--- src/hw/rtl/dcrbl_pkg.sv ---
// Package for the dynamic-contrast backlight duty controller.
// Holds the payload, state and configuration types and the duty constants.
// No dependencies; every other RTL file of the block uses it.
`default_nettype none

package dcrbl_pkg;

    // Request thresholds.
    localparam logic [7:0] LEVEL_MAX    = 8'd240;
    localparam logic [7:0] LEVEL_MIN    = 8'd20;

    // Duty values.
    localparam logic [7:0] DUTY_FULL    = 8'hFF;
    localparam logic [7:0] DUTY_ABS_MIN = 8'h30;
    localparam logic [7:0] DUTY_DCR_MIN = 8'd76;   // 30 percent of full duty

    // Dark-pattern thresholds.
    localparam logic [7:0] DARK_MAX         = 8'd16;
    localparam logic [7:0] ENTER_BRIGHT_ANA = 8'd19;
    localparam logic [7:0] ENTER_BRIGHT_DIG = 8'd17;
    localparam logic [7:0] STAY_BRIGHT_ANA  = 8'd21;
    localparam logic [7:0] STAY_BRIGHT_DIG  = 8'd19;

    // The mid-range map is (x * 179) / 220 with x = level - 20 in 1..220.
    // It is done as (x * MID_RECIP) >> MID_SHIFT, exact over that range.
    localparam int               MID_SHIFT = 16;
    localparam logic [15:0]      MID_RECIP = 16'd53323;
    localparam int               MID_PROD_W = 8 + 16;

    // Configuration register indexes.
    localparam logic CFG_INVERT_DUTY   = 1'b0;
    localparam logic CFG_ANALOG_SOURCE = 1'b1;

    typedef struct packed {
        logic [7:0] backlight_level;
        logic       darkest_pattern;
        logic [7:0] dark_level;
        logic [7:0] bright_level;
    } t_in;

    typedef struct packed {
        logic [7:0] pwm_duty;
        logic       clear_prev_bright;
        logic       cutoff_active;
    } t_out;

    typedef struct packed {
        logic [7:0] brightness;
        logic       cutoff;
    } t_state;

    typedef struct packed {
        logic invert_duty;
        logic analog_source;
    } t_cfg;

endpackage

`default_nettype wire

--- src/hw/rtl/dcrbl_in_stage.sv ---
// Input register of the backlight duty controller.
// Captures one transaction and releases it when the result side can take it.
// Depends on dcrbl_pkg.
`default_nettype none

module dcrbl_in_stage (
    input  wire logic           i_clk,
    input  wire logic           i_rst_n,
    input  wire logic           i_valid,
    output logic                o_ready,
    input  wire dcrbl_pkg::t_in i_item,
    input  wire logic           i_take,
    output logic                o_valid,
    output dcrbl_pkg::t_in      o_item
);

    logic           r_vld;
    logic           n_vld;
    dcrbl_pkg::t_in r_item;

    // The register frees up in the same cycle that its item moves on.
    assign o_ready = !r_vld || i_take;

    always_comb begin
        n_vld = r_vld;
        if (i_valid && o_ready) begin
            n_vld = 1'b1;
        end else if (i_take) begin
            n_vld = 1'b0;
        end
    end

    always_ff @(posedge i_clk) begin
        if (!i_rst_n) begin
            r_vld <= 1'b0;
        end else begin
            r_vld <= n_vld;
        end
    end

    always_ff @(posedge i_clk) begin
        if (i_valid && o_ready) begin
            r_item <= i_item;
        end
    end

    assign o_valid = r_vld;
    assign o_item  = r_item;

endmodule

`default_nettype wire

--- src/hw/rtl/dcrbl_duty_calc.sv ---
// Next-state and result logic of the backlight duty controller.
// Maps one request onto a brightness and updates the dark-pattern cutoff.
// Depends on dcrbl_pkg.
`default_nettype none

module dcrbl_duty_calc (
    input  wire dcrbl_pkg::t_in    i_item,
    input  wire dcrbl_pkg::t_state i_state,
    input  wire dcrbl_pkg::t_cfg   i_cfg,
    output dcrbl_pkg::t_state      o_state,
    output dcrbl_pkg::t_out        o_result
);

    logic [7:0]                      mid_x;
    logic [dcrbl_pkg::MID_PROD_W-1:0] mid_prod;
    logic [7:0]                      enter_lim;
    logic [7:0]                      stay_lim;
    logic                            dark_ok;
    logic                            clear_prev;
    dcrbl_pkg::t_state               nxt;

    always_comb begin
        mid_x     = i_item.backlight_level - dcrbl_pkg::LEVEL_MIN;
        mid_prod  = dcrbl_pkg::MID_PROD_W'(mid_x) * dcrbl_pkg::MID_PROD_W'(dcrbl_pkg::MID_RECIP);
        enter_lim = i_cfg.analog_source ? dcrbl_pkg::ENTER_BRIGHT_ANA
                                        : dcrbl_pkg::ENTER_BRIGHT_DIG;
        stay_lim  = i_cfg.analog_source ? dcrbl_pkg::STAY_BRIGHT_ANA
                                        : dcrbl_pkg::STAY_BRIGHT_DIG;
        dark_ok   = i_item.dark_level <= dcrbl_pkg::DARK_MAX;
        clear_prev = 1'b0;
        nxt        = i_state;

        if (i_item.backlight_level > dcrbl_pkg::LEVEL_MAX) begin
            nxt.brightness = dcrbl_pkg::DUTY_FULL;
            nxt.cutoff     = 1'b0;
        end else if (i_item.backlight_level <= dcrbl_pkg::LEVEL_MIN) begin
            if (i_item.darkest_pattern) begin
                clear_prev = 1'b1;
                if (!i_state.cutoff) begin
                    // Enter the cutoff on a dark enough frame; duty sits at the floor.
                    if (dark_ok && (i_item.bright_level <= enter_lim)) begin
                        nxt.cutoff = 1'b1;
                    end
                    nxt.brightness = dcrbl_pkg::DUTY_DCR_MIN;
                end else if (dark_ok && (i_item.bright_level <= stay_lim)) begin
                    // Inside the cutoff the duty ramps down one step per frame until it reaches DUTY_ABS_MIN.
                    if (i_state.brightness > dcrbl_pkg::DUTY_ABS_MIN) begin
                        nxt.brightness = i_state.brightness - 8'd1;
                    end
                end else begin
                    nxt.cutoff     = 1'b0;
                    nxt.brightness = dcrbl_pkg::DUTY_DCR_MIN;
                end
            end else begin
                nxt.cutoff     = 1'b0;
                nxt.brightness = dcrbl_pkg::DUTY_DCR_MIN;
            end
        end else begin
            nxt.cutoff     = 1'b0;
            nxt.brightness = mid_prod[dcrbl_pkg::MID_PROD_W-1:dcrbl_pkg::MID_SHIFT]
                             + dcrbl_pkg::DUTY_DCR_MIN;
        end
    end

    assign o_state                    = nxt;
    assign o_result.pwm_duty          = i_cfg.invert_duty ? (dcrbl_pkg::DUTY_FULL - nxt.brightness)
                                                          : nxt.brightness;
    assign o_result.clear_prev_bright = clear_prev;
    assign o_result.cutoff_active     = nxt.cutoff;

endmodule

`default_nettype wire

--- src/hw/rtl/dcr_backlight_duty_controller_top.sv ---
// Dynamic-contrast backlight duty controller. Each input transaction carries one frame's
// backlight request, a darkest-pattern flag and the frame's dark and bright levels; each
// produces exactly one output transaction with the PWM duty, a flag that tells the caller
// to reset its previous bright level, and the current dark-pattern cutoff flag. The block
// takes one transaction per clock cycle while the consumer is ready; each accepted transaction
// passes through the input register and then the result register, with the brightness and
// cutoff state updated at the edge where the result is loaded, so back-to-back frames see
// each other's state. Both sides use valid/ready; the result register lets a new
// transaction enter while an earlier result still waits for the consumer. Configuration
// (invert_duty at index 0, analog_source at index 1) is written through a plain write
// port and must only change while no transaction is in flight.
// Depends on dcrbl_pkg, dcrbl_in_stage and dcrbl_duty_calc.
`default_nettype none

module dcr_backlight_duty_controller_top (
    input  wire logic            i_clk,
    input  wire logic            i_rst_n,
    // Input channel.
    input  wire logic            i_in_valid,
    output logic                 o_in_ready,
    input  wire dcrbl_pkg::t_in  i_in_data,
    // Output channel.
    output logic                 o_out_valid,
    input  wire logic            i_out_ready,
    output dcrbl_pkg::t_out      o_out_data,
    // Configuration write port.
    input  wire logic            i_cfg_we,
    input  wire logic            i_cfg_idx,
    input  wire logic            i_cfg_wdata
);

    logic              s1_vld;
    dcrbl_pkg::t_in    s1_item;
    logic              out_free;
    logic              fire;

    dcrbl_pkg::t_state r_state;
    dcrbl_pkg::t_state n_state;
    dcrbl_pkg::t_cfg   r_cfg;
    dcrbl_pkg::t_out   r_out;
    dcrbl_pkg::t_out   n_out;
    logic              r_out_vld;

    // The result register can be loaded when it is empty or being emptied now.
    assign out_free = !r_out_vld || i_out_ready;
    assign fire     = s1_vld && out_free;

    dcrbl_in_stage u_in_stage (
        .i_clk   (i_clk),
        .i_rst_n (i_rst_n),
        .i_valid (i_in_valid),
        .o_ready (o_in_ready),
        .i_item  (i_in_data),
        .i_take  (out_free),
        .o_valid (s1_vld),
        .o_item  (s1_item)
    );

    dcrbl_duty_calc u_duty_calc (
        .i_item   (s1_item),
        .i_state  (r_state),
        .i_cfg    (r_cfg),
        .o_state  (n_state),
        .o_result (n_out)
    );

    // Brightness and cutoff state advance only when a transaction leaves the input register.
    always_ff @(posedge i_clk) begin
        if (!i_rst_n) begin
            r_state   <= '0;
            r_out_vld <= 1'b0;
        end else begin
            if (fire) begin
                r_state   <= n_state;
                r_out_vld <= 1'b1;
            end else if (i_out_ready) begin
                r_out_vld <= 1'b0;
            end
        end
    end

    always_ff @(posedge i_clk) begin
        if (fire) begin
            r_out <= n_out;
        end
    end

    // Configuration registers.
    always_ff @(posedge i_clk) begin
        if (!i_rst_n) begin
            r_cfg <= '0;
        end else if (i_cfg_we) begin
            case (i_cfg_idx)
                dcrbl_pkg::CFG_INVERT_DUTY: begin
                    r_cfg.invert_duty <= i_cfg_wdata;
                end
                dcrbl_pkg::CFG_ANALOG_SOURCE: begin
                    r_cfg.analog_source <= i_cfg_wdata;
                end
                default: begin
                    r_cfg <= r_cfg;
                end
            endcase
        end
    end

    assign o_out_valid = r_out_vld;
    assign o_out_data  = r_out;

endmodule

`default_nettype wire

--- config.mk ---
export PLATFORM = sky130hd
export DESIGN_NAME = dcr_backlight_duty_controller_top
export DESIGN_NICKNAME = d
export VERILOG_FILES = /design/src/hw/rtl/dcrbl_pkg.sv /design/src/hw/rtl/dcrbl_in_stage.sv /design/src/hw/rtl/dcrbl_duty_calc.sv /design/src/hw/rtl/dcr_backlight_duty_controller_top.sv
export SDC_FILE = /design/constraint.sdc
export NUM_CORES = 1
export LEC_CHECK = 0
export CAP_MARGIN = 5
export CORE_MARGIN = 2
export CORE_UTILIZATION = 40
export DETAILED_ROUTE_END_ITERATION = 8
export DONT_BUFFER_PORTS = 1
export GPL_TIMING_DRIVEN = 1
export PLACE_DENSITY = 0.62
export SYNTH_ARGS = -nofsm -noshare
export SYNTH_HDL_FRONTEND = slang
export SYNTH_HIERARCHICAL = 1
export SYNTH_SLANG_ARGS = --single-unit
--- constraint.sdc ---
create_clock -name i_clk -period 6.6 [get_ports i_clk]
set_input_delay 1.32 -clock i_clk [delete_from_list [all_inputs] [get_ports i_clk]]
set_output_delay 1.32 -clock i_clk [all_outputs]
set_load 0.05 [all_outputs]
Yosys cells after proc, flatten, opt, wreduce, memory -nomap -nowiden:

Index checks and enable logic that the tools add are counted.

* bitwise gates (word level): 2
* reductions and logical operators: 13
* multipliers: 1
* multiplexer cells: 16
* $add $sub $neg: 4
* order comparisons: 6

Operators with widths (number)
* 9-bit two-way mux: 4
* 8-bit by 16-bit multiplier with 24-bit output (second input constant): 1
* 8-bit two-way mux: 3
* 8-bit by 5-bit <= comparator with 1-bit output (second input constant): 2
* 8-bit <= comparator: 2
* 8-bit by 7-bit adder with 8-bit output (second input constant): 1
* 8-bit by 6-bit > comparator with 1-bit output (second input constant): 1
* 8-bit > comparator (second input constant): 1
* 8-bit by 1-bit subtractor with 8-bit output (second input constant): 1
* 8-bit by 5-bit subtractor with 8-bit output (second input constant): 1
* 8-bit subtractor (first input constant): 1
* 1-bit two-way mux: 7
* 1-bit logical AND: 4
* 2-bit AND reduction: 2
* 2-bit nonzero test: 2
* 3-bit two-way mux: 1
* 1-bit logical NOT: 2
* 1-bit logical OR: 2
* 2-bit two-way mux: 1
* 1-bit inverter: 2
* 2-bit OR reduction: 1

* input port bits: 32
* flip-flop bits (word level): 48
* word-level logic and storage cells: 55
* output and inout port bits: 12

Depth between registers and ports, before layout:

* depth after elaboration: 10
* depth in mapped cells: 25
* mapped depth without buffers: 24

Modules after synthesis:

Netlist, hierarchy kept.

Modules (own cells, without submodules)
* dcrbl_duty_calc: cells each 361, area an instance 2859.0 µm², times used 1, seq. area each 0.0 µm²
* dcrbl_in_stage: cells each 30, area an instance 808.3 µm², times used 1, seq. area each 770.7 µm²
* dcr_backlight_duty_controller_top: cells each 63, area an instance 794.5 µm², times used 1, seq. area each 540.5 µm²

Least setup slack after synthesis:

OpenSTA, ideal clock, no wires.

* path kind: register to register
* from: register u_in_stage.r_item, in the netlist u_in_stage/o_item[19]
* to: register r_out, in the netlist o_out_data[9] (data pin)
* arrival time: 5.097 ns
* cell stages (with the launch flop): 24
* slack: 1.231 ns
* clock period less this slack: 5.369 ns
* library setup time: 0.272 ns
* path buffers: 1
* required time: 6.328 ns
* cells stage by stage: edfxtp_1 inv_1 ha_1 nor2b_1 nor2_1 xor2_1 ha_1 inv_1 fa_1 inv_1 fa_1 inv_1 fa_1 inv_1 ha_1 a211o_1 o211ai_1 nand2_1 o211ai_1 and4_1 clkbuf_1 a311oi_2 a211o_2 xnor2_1

RTL lines
* start, declared: RTL line dcrbl_in_stage.sv:19 `dcrbl_pkg::t_in r_item;`
* start signal, assigned: RTL line dcrbl_in_stage.sv:43 `r_item <= i_item;`
* end signal, assigned: RTL line dcr_backlight_duty_controller_top.sv:84 `r_out <= n_out;`
* end, declared: RTL line dcr_backlight_duty_controller_top.sv:40 `dcrbl_pkg::t_out r_out;`

==> reports/results.tsv <==
metric	value	unit
cts_tree	done	
regToRegSetupSlack	0.51	ns
clock-root-buffer	clkbuf_8	
vias	3321	
grt_pass1_vias	3311	
place_hpwl	7.77	mm
reg2reg_depth	22	
synth_nets	573	
first_iter_violations	147	
drtAntennaViolNets	0	
yosysWarnings	6	
worstPathCellList	inv_1 > ha_1 > nor2b_1 > nor2_1 > xor2_1 > ha_1 > inv_1 > fa_1 > inv_1 > fa_1 > inv_1 > fa_1 > inv_1 > ha_1 > a211o_1 > o211ai_1 > nand2_1 > o211ai_1 > nand4_1 > o311ai_0 > o41ai_1 > nor4b_1	
synth_top_family_by_area	adder cells	
place_congestion	0.867	
first_pass_iters	6	
ctsHoldBuffers	0	
synthesis.area	4460	um^2
path_max_fanout	5	
insertion_delay	0.30	ns
wl_per_cell	16.0	um
gr-usage-met1	0.230	
final_nets	570	
final.period_utilization	0.922	
yosys-top-cells-area	edfxtp_1, ha_1, dfxtp_1	
ir_drop	0.164	mV
period_minus_slack	6.09	ns
rows	38	
worst_ep_required_time	6.68	ns
status	complete, no violations	
h-tree-depth	2	
grt_pass1_wl	16.1	mm
drv_cap	0	
ys_seq_elements	48	
muxShareOfSynthArea	0.0297	
worstHoldStart	r_cfg[0]$_SDFFE_PN0P_	
regArea	1310	um^2
yosysSeqAreaShare	0.294	
wirelength	9.49	mm
final_cell_mix	ha_1, inv_1, nand2_1	
grtUsageMet2	0.289	
p_leak	2.05	nW
clock-skew-final	0.00877	ns
cts_inserted_buffers	5	
cts_sinks	48	
coreArea	10800	um^2
rsz0062_at_grt	no	
drc	0	
arrival	6.16	ns
die_h	110	um
crit_top_cell	inv_1	
n_antenna_cell	0	
drv_slew	0	
ioPinCount	44	
ctsResizeCount	0	
startpoint_type	flip-flop	
vias_per_cell	5.61	
whs_endpoint	r_cfg[0]$_SDFFE_PN0P_	
drive_gt1_frac	0.0619	
clock_path_buffers	2	
synthCells	454	
area_growth	4.91	%
port_buffers	0	
synthArstFlopShare	0	
syn_area_per_cell	9.83	um^2
crit_slowest_cell	fa_1	
fill_cells	1064	
grt_max_degree	26	
synth_simple_gate_area_frac	0.163	
hold_ws	0.508	ns
yosys.area.top_type_share	0.236	
antenna_found_initial	0	
top_usage_layer	met2	
setup-tns-final	0	ns
met3_usage	0.0302	
synth_edf_count	35	
min_path_cells	2	
synth_cell_types	69	
setup_violations	0	
synthXorXnorAreaFrac	0.0412	
die_w	110	um
synth_top_flop_cell	edfxtp_1	
yosys.area.top_type	edfxtp_1	
overflow	0	
yosys.area_share.adder	0.261	
cp_slowest_stage_delay	0.53	ns
layout.cells.most_common	ha_1	
worstSetupPathType	flip-flop to flip-flop	
max_slew_margin	0.321	
final_core_util	0.432	
fmax	164	MHz
power_density	400	nW/um^2
synth-compound-area-share	0.157	
die_area	12000	um^2
postCtsSetupBuffers	0	
hold_viol	0	
path_clk_slew	0.09	ns
rr_endpoint	o_out_data[8]$_DFFE_PP_	
end_kind	flip-flop	
r2r-start	u_in_stage/o_item[19]$_DFFE_PP_	
grt_usage	0.170	
multi_input_area	2910	um^2
initial_utilization	0.412	
hold_path.class	flip-flop to flip-flop	
worstMarginPinSlew	0.993	ns
[synth_stat cells (7+ instances only)]
cell type	count
ha_1	77
inv_1	47
nand2_1	40
edfxtp_1	35
a21oi_1	18
nand3_1	17
nor2_1	16
xnor2_1	14
dfxtp_1	13
mux2i_1	11
fa_1	10
nor3_1	9
nand4_1	8
o21ai_0	8
or3_1	8
a21o_1	7
xor2_1	7
[metal layers]
metal	part of all wire	vias to the layer above
li1	-	1665
met1	0.48	1573
met2	0.48	79
met3	0.035	4
met4	0.0075	0
met5	0	-
[per-stage QoR]
stage	power, W	std cells	cell area, um^2	setup slack [ns]
floorplan	0.00145	454	4460	1.23
global placement	0.00166	584	4580	0.759
detailed placement	0.00168	584	4580	0.517
CTS	0.00188	592	4680	0.465
global route	0.00206	592	4680	0.0420
finish	0.00187	592	4680	0.513
[state kept, by name, summed over array words and instances (netlist names)]
| register | cells |
|---|---|
| r_cfg | 2 |
| r_state | 9 |
| u_in_stage/o_item | 25 |
| o_out_valid | 1 |
| o_out_data | 10 |
| u_in_stage/o_valid | 1 |
[how the worst max path moves through the flow]
stage                                          from                      end  slack (ns)  cells after the start
finish              u_in_stage/o_item[19]$_DFFE_PP_  o_out_data[8]$_DFFE_PP_        0.51                     22
global route        u_in_stage/o_item[19]$_DFFE_PP_  o_out_data[8]$_DFFE_PP_        0.04                     22
detailed placement  u_in_stage/o_item[19]$_DFFE_PP_  o_out_data[8]$_DFFE_PP_        0.52                     22
floorplan           u_in_stage/o_item[19]$_DFFE_PP_  o_out_data[9]$_DFFE_PP_        1.23                     23
CTS                 u_in_stage/o_item[19]$_DFFE_PP_  o_out_data[8]$_DFFE_PP_        0.46                     21
global placement    u_in_stage/o_item[19]$_DFFE_PP_  o_out_data[9]$_DFFE_PP_        0.76                     17
[cells by family after synthesis]
group | count (synthesis)
flops | 48
mux | 13
xor+xnor | 21
buf+inv | 58
fa+ha+maj | 87
compound gates | 91
simple gates | 136
[layout make-up]
type	instances	share of cell area
clock buffers	6	0.0176
well taps	140	0.0374
multi-input cells	348	0.623
clock inverters	2	0.00294
inverters	47	0.0377
repair buffers	1	0.00160
flip-flops and latches	48	0.280
[worst max-delay path, delay by kind of cell, from the launching register on]
| kind | cells | cell delay (ns) |
|---|---|---|
| adder cells (fa/ha/maj) | 6 | 2.28 |
| AND/OR/NAND/NOR | 5 | 1.12 |
| flip-flops | 1 | 0.45 |
| buffers and inverters | 5 | 0.36 |
| XOR/XNOR | 1 | 0.40 |
| AO/OA/AOI/OAI | 5 | 1.26 |
[report_power, final]
part	leakage (nW)	internal, W	total [W]	switching, W
logic	1.55	0.000516	0.00120	0.000687
clock network	0.0516	0.0000857	0.000183	0.0000977
registers	0.443	0.000389	0.000486	0.0000971
(Power assumes the default switching activity.)
